**src/hdl/b2d_pkg.sv**
```systemverilog
// shared types and constants for the binary to decimal digit emitter
// no dependencies; used by every module in hdl
package b2d_pkg;

    localparam int VALUE_BITS_DEFAULT = 32;

    // largest value that is split into digits
    localparam int MAG_BITS = 31;
    localparam logic [MAG_BITS-1:0] MAX_MAGNITUDE = 31'h7fff_ffff;

    localparam int DIGIT_BITS = 4;
    localparam int PLACES     = 10;
    localparam int PLACE_BITS = 4;
    localparam logic [PLACE_BITS-1:0] FIRST_PLACE = 4'd0;
    localparam logic [PLACE_BITS-1:0] LAST_PLACE  = 4'd9;

    // nine times the top power of ten needs 34 bits
    localparam int THR_BITS = 34;
    localparam logic [THR_BITS-1:0] POW10 [PLACES] = '{
        34'd1000000000, 34'd100000000, 34'd10000000, 34'd1000000, 34'd100000,
        34'd10000,      34'd1000,      34'd100,      34'd10,      34'd1
    };

    localparam int QUEUE_DEPTH = 2;
    localparam int QPTR_BITS   = 1;
    localparam int QCOUNT_BITS = 2;

    localparam int M_TDATA_BITS = 8;

    typedef struct packed {
        logic [MAG_BITS-1:0] mag;
        logic                oor;
    } item_t;

    typedef struct packed {
        logic [DIGIT_BITS-1:0] digit;
        logic                  last;
        logic                  oor;
    } result_t;

endpackage

```
**src/hdl/b2d_front.sv**
```systemverilog
// input side: takes values off the slave stream and classifies them
// depends on b2d_pkg
module b2d_front #(
    parameter int VALUE_BITS = b2d_pkg::VALUE_BITS_DEFAULT
) (
    input  logic                  s_tvalid,
    output logic                  s_tready,
    input  logic [VALUE_BITS-1:0] value,
    input  logic                  q_full,
    output logic                  push,
    output b2d_pkg::item_t        push_item
);
    import b2d_pkg::*;

    logic [63:0] raw_ext;

    assign raw_ext  = 64'(value);
    assign s_tready = !q_full;
    assign push     = s_tvalid && !q_full;

    // negative, or larger than MAX_MAGNITUDE
    assign push_item.oor = value[VALUE_BITS-1] || (raw_ext > 64'(MAX_MAGNITUDE));
    assign push_item.mag = raw_ext[MAG_BITS-1:0];

endmodule

```
**src/hdl/b2d_queue.sv**
```systemverilog
// two-entry queue between the classifier and the digit unit
// depends on b2d_pkg
module b2d_queue (
    input  logic           clk,
    input  logic           rst_n,
    input  logic           push,
    input  b2d_pkg::item_t push_item,
    output logic           full,
    input  logic           pop,
    output logic           q_valid,
    output b2d_pkg::item_t q_item
);
    import b2d_pkg::*;

    item_t                  mem_reg [QUEUE_DEPTH];
    logic [QPTR_BITS-1:0]   wr_ptr_reg;
    logic [QPTR_BITS-1:0]   wr_ptr_next;
    logic [QPTR_BITS-1:0]   rd_ptr_reg;
    logic [QPTR_BITS-1:0]   rd_ptr_next;
    logic [QCOUNT_BITS-1:0] count_reg;
    logic [QCOUNT_BITS-1:0] count_next;

    assign full    = (count_reg == QCOUNT_BITS'(QUEUE_DEPTH));
    assign q_valid = (count_reg != '0);
    assign q_item  = mem_reg[rd_ptr_reg];

    always_comb
    begin
        wr_ptr_next = push ? wr_ptr_reg + 1'b1 : wr_ptr_reg;
        rd_ptr_next = pop  ? rd_ptr_reg + 1'b1 : rd_ptr_reg;
        count_next  = count_reg;
        if (push && !pop)
        begin
            count_next = count_reg + 1'b1;
        end
        else if (!push && pop)
        begin
            count_next = count_reg - 1'b1;
        end
    end

    always_ff @(posedge clk or negedge rst_n)
    begin
        if (!rst_n)
        begin
            wr_ptr_reg <= '0;
            rd_ptr_reg <= '0;
            count_reg  <= '0;
        end
        else
        begin
            wr_ptr_reg <= wr_ptr_next;
            rd_ptr_reg <= rd_ptr_next;
            count_reg  <= count_next;
        end
    end

    always_ff @(posedge clk)
    begin
        if (push)
        begin
            mem_reg[wr_ptr_reg] <= push_item;
        end
    end

endmodule

```
**src/hdl/b2d_back.sv**
```systemverilog
// digit unit: one decimal place per cycle while the output slot is free, most significant first, with output register
// depends on b2d_pkg
module b2d_back (
    input  logic             clk,
    input  logic             rst_n,
    input  logic             q_valid,
    input  b2d_pkg::item_t   q_item,
    output logic             pop,
    output logic             out_valid,
    input  logic             out_ready,
    output b2d_pkg::result_t out_result
);
    import b2d_pkg::*;

    logic                  busy_reg;
    logic                  busy_next;
    logic                  oor_reg;
    logic                  started_reg;
    logic [MAG_BITS-1:0]   rest_reg;
    logic [PLACE_BITS-1:0] place_reg;
    logic                  out_valid_reg;
    result_t               out_reg;

    logic [THR_BITS-1:0]   rest_ext;
    logic [THR_BITS-1:0]   thr [1:9];
    logic [9:1]            ge;
    logic [THR_BITS-1:0]   sel;
    logic [DIGIT_BITS-1:0] digit;
    logic                  at_last;
    logic                  slot_free;
    logic                  emit;
    logic                  step;
    logic                  finish;

    assign rest_ext = THR_BITS'(rest_reg);

    // compare the remainder against every multiple of the current place at once
    always_comb
    begin
        sel = '0;
        for (int k = 1; k <= 9; k++)
        begin
            thr[k] = THR_BITS'(k) * POW10[place_reg];
            ge[k]  = (rest_ext >= thr[k]);
            if (ge[k])
            begin
                sel = thr[k];
            end
        end
    end

    assign digit     = DIGIT_BITS'($countones(ge));
    assign at_last   = (place_reg == LAST_PLACE);
    assign slot_free = !out_valid_reg || out_ready;
    // leading zeros are skipped and need no output slot
    assign emit      = oor_reg || (digit != '0) || started_reg || at_last;
    assign step      = busy_reg && (slot_free || !emit);
    assign finish    = step && (oor_reg || at_last);
    assign pop       = q_valid && (!busy_reg || finish);

    always_comb
    begin
        busy_next = busy_reg;
        if (pop)
        begin
            busy_next = 1'b1;
        end
        else if (finish)
        begin
            busy_next = 1'b0;
        end
    end

    always_ff @(posedge clk or negedge rst_n)
    begin
        if (!rst_n)
        begin
            busy_reg      <= 1'b0;
            out_valid_reg <= 1'b0;
        end
        else
        begin
            busy_reg <= busy_next;
            if (step && emit)
            begin
                out_valid_reg <= 1'b1;
            end
            else if (out_ready)
            begin
                out_valid_reg <= 1'b0;
            end
        end
    end

    always_ff @(posedge clk)
    begin
        if (pop)
        begin
            rest_reg    <= q_item.mag;
            oor_reg     <= q_item.oor;
            place_reg   <= FIRST_PLACE;
            started_reg <= 1'b0;
        end
        else if (step)
        begin
            rest_reg    <= rest_reg - sel[MAG_BITS-1:0];
            place_reg   <= place_reg + 1'b1;
            started_reg <= started_reg || (digit != '0);
        end

        if (step && emit)
        begin
            if (oor_reg)
            begin
                out_reg.digit <= '0;
                out_reg.last  <= 1'b1;
                out_reg.oor   <= 1'b1;
            end
            else
            begin
                out_reg.digit <= digit;
                out_reg.last  <= at_last;
                out_reg.oor   <= 1'b0;
            end
        end
    end

    assign out_valid  = out_valid_reg;
    assign out_result = out_reg;

endmodule

```
**src/hdl/binary_to_decimal_digit_emitter.sv**
```systemverilog
// top level: signed binary value in, decimal digits out, most significant first
// place 0 is the billions and place 9 the units; an out-of-range value gives a single result, marked last
// the digit unit handles one decimal place per cycle while the output slot is free
// a two-entry queue lets the input side keep accepting while digits are still being emitted
// asynchronous active-low reset empties the queue, idles the digit unit and drops the output
module binary_to_decimal_digit_emitter #(
    parameter int VALUE_BITS = b2d_pkg::VALUE_BITS_DEFAULT
) (
    input  logic                             clk,
    input  logic                             rst_n,
    input  logic                             s_tvalid,
    output logic                             s_tready,
    input  logic [((VALUE_BITS+7)/8)*8-1:0]  s_tdata,   // value
    output logic                             m_tvalid,
    input  logic                             m_tready,
    output logic [b2d_pkg::M_TDATA_BITS-1:0] m_tdata,   // digit
    output logic                             m_tlast,
    output logic [0:0]                       m_tuser    // out_of_range
);
    import b2d_pkg::*;

    logic    q_full;
    logic    push;
    item_t   push_item;
    logic    pop;
    logic    q_valid;
    item_t   q_item;
    result_t result;

    b2d_front #(
        .VALUE_BITS (VALUE_BITS)
    ) u_front (
        .s_tvalid  (s_tvalid),
        .s_tready  (s_tready),
        .value     (s_tdata[VALUE_BITS-1:0]),
        .q_full    (q_full),
        .push      (push),
        .push_item (push_item)
    );

    b2d_queue u_queue (
        .clk       (clk),
        .rst_n     (rst_n),
        .push      (push),
        .push_item (push_item),
        .full      (q_full),
        .pop       (pop),
        .q_valid   (q_valid),
        .q_item    (q_item)
    );

    b2d_back u_back (
        .clk        (clk),
        .rst_n      (rst_n),
        .q_valid    (q_valid),
        .q_item     (q_item),
        .pop        (pop),
        .out_valid  (m_tvalid),
        .out_ready  (m_tready),
        .out_result (result)
    );

    assign m_tdata    = M_TDATA_BITS'(result.digit);
    assign m_tlast    = result.last;
    assign m_tuser[0] = result.oor;

endmodule
```
**config.mk**
```make
export PLATFORM = sky130hd
export DESIGN_NAME = binary_to_decimal_digit_emitter
export DESIGN_NICKNAME = d
export VERILOG_FILES = /design/src/hdl/b2d_pkg.sv /design/src/hdl/b2d_front.sv /design/src/hdl/b2d_queue.sv /design/src/hdl/b2d_back.sv /design/src/hdl/binary_to_decimal_digit_emitter.sv
export SDC_FILE = /design/constraint.sdc
export NUM_CORES = 1
export LEC_CHECK = 0
export BUFFER_PORTS_ARGS = -buffer_cell sky130_fd_sc_hd__buf_2
export CORE_UTILIZATION = 46
export CTS_BUF_LIST = sky130_fd_sc_hd__clkbuf_8
export DETAILED_ROUTE_END_ITERATION = 6
export REMOVE_ABC_BUFFERS = 1
export SETUP_SLACK_MARGIN = 0.4
export SYNTH_ARGS = -nofsm -noshare
export SYNTH_HDL_FRONTEND = slang
export SYNTH_SLANG_ARGS = --single-unit
export TNS_END_PERCENT = 1
```
**constraint.sdc**
```tcl
create_clock -name clk -period 24.6 [get_ports clk]
set_input_delay 2.46 -clock clk [delete_from_list [all_inputs] [get_ports clk]]
set_output_delay 2.46 -clock clk [all_outputs]
set_load 0.03 [all_outputs]
```
==> results of run 1 <==
worst paths after layout:
kind | to | slack [ps] | cells past startpoint
hold reg to reg | u_back.started_reg | 490 | 2
max in group asynchronous | u_queue.rd_ptr_reg | 22600 | 1
setup reg to reg | u_back.rest_reg[30] | 12840 | 37
setup / recovery | u_back.rest_reg[30] | 12840 | 37
min in group asynchronous | u_back.out_valid | 1820 | 1
hold / removal | u_back.started_reg | 490 | 2
synthesized netlist by cell type, types with 53 or more instances:
cell and count:
a21oi_1 217, nand2_1 194, nand3_1 67, ha_1 432
o21ai_0 118, xnor2_1 71, edfxtp_1 102, a21o_1 85
inv_1 90, nor2_1 145, xor2_1 53
placed cells by master, fill, tap and decap left out, types with 53 or more instances in the layout:
| cell type | count |
|---|---|
| xnor2_1 | 71 |
| nand2_1 | 194 |
| a21oi_1 | 216 |
| nor2_1 | 144 |
| ha_1 | 432 |
| inv_1 | 91 |
| nand3_1 | 67 |
| a21o_1 | 85 |
| edfxtp_1 | 102 |
| xor2_1 | 53 |
| o21ai_0 | 118 |
cells by family after synthesis:
family                   synth area share (%)
adder cells (fa/ha/maj)                  31.2
flip-flops                               17.1
XOR/XNOR                                 5.78
multiplexers                             1.63
AND/OR/NAND/NOR                          15.6
buffers and inverters                    3.33
other                                  0.0194
AO/OA/AOI/OAI                            25.4
tightest hold or removal path, cell delays in order (launching register included):
cell	delay, ps
dfxtp_1	350
a31oi_1	50
nor2_1	70
through the flow:
step           cells  utilization (%)  hold WS (ps)  worst slack [ps]  instance area [sq um]
6_report        2853             50.3           488             12840                  20700
5_1_grt         2853             50.3           542             12110                  20700
4_1_cts         2853             50.3           486             13070                  20700
3_5_place_dp    2821             49.4           467             13160                  20300
3_3_place_gp    2821             49.4           450             13170                  20300
2_1_floorplan   2205                -           438             13090                  19100
routing by layer:
layer,wire [microns],vias up,track usage [%]
met2,30000,758,49.7
met3,5390,141,5.18
li1,-,8737,-
met1,29800,8737,41.9
met4,3360,0,16.3
met5,0,-,0
final cells by class:
cell class	count	share of cell area, %
Clock inverter	15	0.653
Multi-Input combinational cell	1990	74.6
Timing Repair Buffer	84	2.53
Tap cell	532	3.22
Clock buffer	17	1.13
Inverter	102	1.85
Sequential cell	113	16.0
==> reports/metrics.yaml, run 1 <==
hold_viol_final: 0
crit_buf_inv: 5
core-area_sq_um: 41100
ys_seq_elements: 113
multi_input_area_sq_um: 15400
holdBufCountCts: 0
cp.required_ps: 24890
die_h_microns: 207
ys_types: 95
worstMarginPinSlew_ps: 980
cts_buffer_depth: 2
crit_fanout: 25
setup_viol: 0
htree_levels: 4
area_growth_pct: 6.97
crit_path_start_kind: "register"
async_flop_share_pct: 5.31
wl_per_cell_microns: 24.0
die_w_microns: 207
viasPerCell: 6.44
yosysTopAreaCell: "ha_1"
syn_inst: 2263
post_cts_buffers: 0
cts_resized: 0
pin_count: 48
regArea_sq_um: 3310
path_class: "reg2reg"
first_pass_iters: 6
drtIter0Drc: 1561
antenna_found_initial: 0
yosys_warnings: 0
place.gp.congestion: 1.03
ys_seq_area_share_pct: 17.1
dp_hpwl_mm: 55.4
largest_reg_flops: 64
fin_setup_tns_ps: 0
drive_gt1_share_pct: 7.63
grt_max_degree: 51
overflow: 0
fin_nets: 2807
cts_buffers: 17
crit_start: "u_back.place_reg[0]"
grt.total_usage_pct: 31.7
drv_slew: 0
cts.clk_slew.worst_paths_ps: 90
hold_class: "reg2reg"
crit-reg2reg-launch: "u_back.place_reg[0]"
cts_root_buffer: "clkbuf_8"
synth_top_area_share_pct: 27.9
critical_path.endpoint_type: "register"
tritoncts: "done"
worstHoldStart: "u_back.started_reg"
synth.avg_cell_area_sq_um: 8.55
synthFlopType: "edfxtp_1"
wl_mm: 68.6
drc: 0
period_share_pct: 47.8
rsz0062_at_grt: "false"
crit_path_top_delay_cell: "clkinv_1"
crit_family: "compound AO/OA/AOI/OAI gates"
fin_skew_ps: 22.9
die_area_sq_um: 42900
io_buffers: 43
fin_crit_ps: 11760
critPathMaxStageDelay_ps: 720
core.rowCount: 74
crit_path_frequent_cell: "a21oi_1"
yosys-top-cells-area: "ha_1 (28%), edfxtp_1 (16%), a21oi_1 (5.6%), nand2_1 (3.8%), a21o_1 (3.3%)"
drv_cap: 0
n_antenna_cell: 0
critPathArrivalTime_ps: 12050
num_vias: 18373
synth_edf_count: 102
grt_pass1_wl_mm: 104
clk_latency_ps: 460
start_util_pct: 47.0
grt_pass1_vias: 17931
max_freq_mhz: 85.0
cts.sinks: 113
status: "complete, no violations"
netlist_area_sq_um: 19300
slew_headroom_pct: 34.7
fill_cells: 3984
ant_nets: 0
Power of run 1 is left out: the tool's default activity adds up to more than one toggle a clock period on the data nets, which glitch-free logic cannot reach.
==> run 2: changes to the inputs <==
clock period = 11.6 ns   (was 24.6 ns; I/O delays follow)
==> run 2 against run 1 <==
Critical path depth did not move. Wire length rose by 0.14%. Final area rose by 1.8%. Sequential cell count did not move. Final cell count rose by 1.6%. First-iteration DRC count rose by 7.1%. Die area did not move. Critical path type unchanged. Critical endpoint is now u_back.rest_reg[17]. Largest cell class unchanged.
==> reports/metrics.yaml, run 2 (synthesis results as in run 1) <==
setup_viol: 0  # unchanged
path_class: "reg2reg"  # unchanged
die_w_microns: 207  # unchanged
clk_latency_ps: 470  # was 460 ps
drive_gt1_share_pct: 9.72  # was 7.63%
grt_max_degree: 50  # was 51
wl_mm: 68.7  # was 68.6 mm
largest_reg_flops: 64  # unchanged
hold_depth: 2  # unchanged
period_share_pct: 91.5  # was 47.8%
fin_skew_ps: 16.2  # was 22.9 ps
overflow: 0  # unchanged
antenna_found_initial: 0  # unchanged
holdBufCountCts: 0  # unchanged
fin_ws_ps: 984  # was 12840 ps
worstMarginPinSlew_ps: 913  # was 980 ps
drv_slew: 0  # unchanged
crit_path_start_kind: "register"  # unchanged
finish.utilization_pct: 51.2  # was 50.3%
place_ws_ps: 750  # was 13160 ps
cts_buffer_depth: 2  # unchanged
mostFrequentLayoutCell: "ha_1"  # unchanged
crit_path_frequent_cell: "ha_1"  # was a21oi_1
dp_hpwl_mm: 56.2  # was 55.4 mm
fin_setup_tns_ps: 0  # unchanged
max_freq_mhz: 94.2  # was 85.0 MHz
hold_viol_final: 0  # unchanged
rsz0062_at_grt: "false"  # unchanged
viasPerCell: 6.38  # was 6.44
io_buffers: 43  # unchanged
grt_pass1_wl_mm: 104  # about the same
cts_buffers: 17  # unchanged
grt_pass1_vias: 17856  # was 17931
n_antenna_cell: 0  # unchanged
num_vias: 18482  # was 18373
drv_cap: 0  # unchanged
first_pass_iters: 6  # unchanged
cp.required_ps: 11710  # was 24890 ps
critical_path.endpoint_type: "register"  # unchanged
drc: 0  # unchanged
crit_fanout: 31  # was 25
drtIter0Drc: 1672  # was 1561
grt.total_usage_pct: 31.6  # was 31.7%
hold_slack_ps: 481  # was 488 ps
fin_crit_ps: 10620  # was 11760 ps
core-area_sq_um: 41100  # unchanged
crit-reg2reg-launch: "u_back.place_reg[0]"  # unchanged
core.rowCount: 74  # unchanged
start_util_pct: 47.0  # unchanged
reg2reg_slack_ps: 980  # was 12840 ps
fin_nets: 2853  # was 2807
cts_root_buffer: "clkbuf_8"  # unchanged
wl_per_cell_microns: 23.7  # was 24.0 microns
cts.clk_slew.worst_paths_ps: 90  # about the same
slew_headroom_pct: 39.0  # was 34.7%
crit_path_top_delay_cell: "dfxtp_1"  # was clkinv_1
critPathMaxStageDelay_ps: 530  # was 720 ps
cts.sinks: 113  # unchanged
final_cell_mix: "ha_1 (432), a21oi_1 (216), nand2_1 (194)"  # unchanged
area_growth_pct: 8.90  # was 6.97%
worstHoldStart: "u_back.started_reg"  # unchanged
reg2reg_depth: 37  # unchanged
tritoncts: "done"  # unchanged
critPathArrivalTime_ps: 10730  # was 12050 ps
status: "complete, no violations"  # unchanged
ant_nets: 0  # unchanged
pin_count: 48  # unchanged
min_to: "u_back.started_reg"  # unchanged
htree_levels: 4  # unchanged
hold_class: "reg2reg"  # unchanged
die_h_microns: 207  # unchanged
rr_endpoint: "u_back.rest_reg[17]"  # was u_back.rest_reg[30]
die_area_sq_um: 42900  # unchanged
place.gp.congestion: 0.976  # was 1.03
## run 2: cell types whose count changed in the layout (fill, tap and decap cells not counted), moves of 2 or more
| cell | change |
|---|---|
| clkinv_2 | +2 |
| buf_4 | +46 |
| inv_6 | -2 |
| clkinvlp_4 | +2 |
| inv_1 | -2 |
## run 2: per-layer routing
layer / up-vias / track usage (%) / routed length (microns)
met5: - / 0 / 0
met4: 0 / 13.9 / 2930
met3: 138 / 3.70 / 4580
met2: 684 / 51.1 / 30600
met1: 8850 / 42.3 / 30600
li1: 8810 / - / -
## run 2: cell type report
cell class	instances	area [sq um]
clock buffers	17	234
clock inverters	15	136
fillers	3952	20000
inverters	102	387
multi-input cells	1990	15500
flip-flops and latches	113	3310
well taps	532	666
repair buffers	130	868
## run 2: stage by stage
stage          std cells  area [sq um]
6_report            2899         21100
5_1_grt             2899         21100
4_1_cts             2896         21000
3_5_place_dp        2864         20600
3_3_place_gp        2864         20600
2_1_floorplan       2205         19100
## run 2: critical path, delay by kind of cell (launching register included)
| family | cells | cell delay (ps) |
|---|---|---|
| compound gates | 12 | 2610 |
| xor+xnor | 1 | 100 |
| fa+ha+maj | 9 | 3330 |
| buf+inv | 6 | 1550 |
| flops | 1 | 530 |
| simple gates | 9 | 2100 |
## run 2: what timing repair did
item,in CTS,in global routing
buffers inserted,0,3
gates resized for setup,0,5
setup endpoints to repair,0,44
endpoints found under the hold margin,0,0
## run 2: worst max path at each step
stage               slack (ps)                   to           startpoint  depth (start not counted)
finish                     980  u_back.rest_reg[17]  u_back.place_reg[0]                         37
global route               420  u_back.rest_reg[17]  u_back.place_reg[0]                         37
CTS                        680  u_back.rest_reg[30]  u_back.place_reg[0]                         43
detailed placement         750  u_back.rest_reg[30]  u_back.place_reg[0]                         43
global placement           930  u_back.rest_reg[30]  u_back.place_reg[0]                         43
floorplan                   90   u_back.rest_reg[0]  u_back.place_reg[0]                         28
Power of run 2 is left out for the same reason.
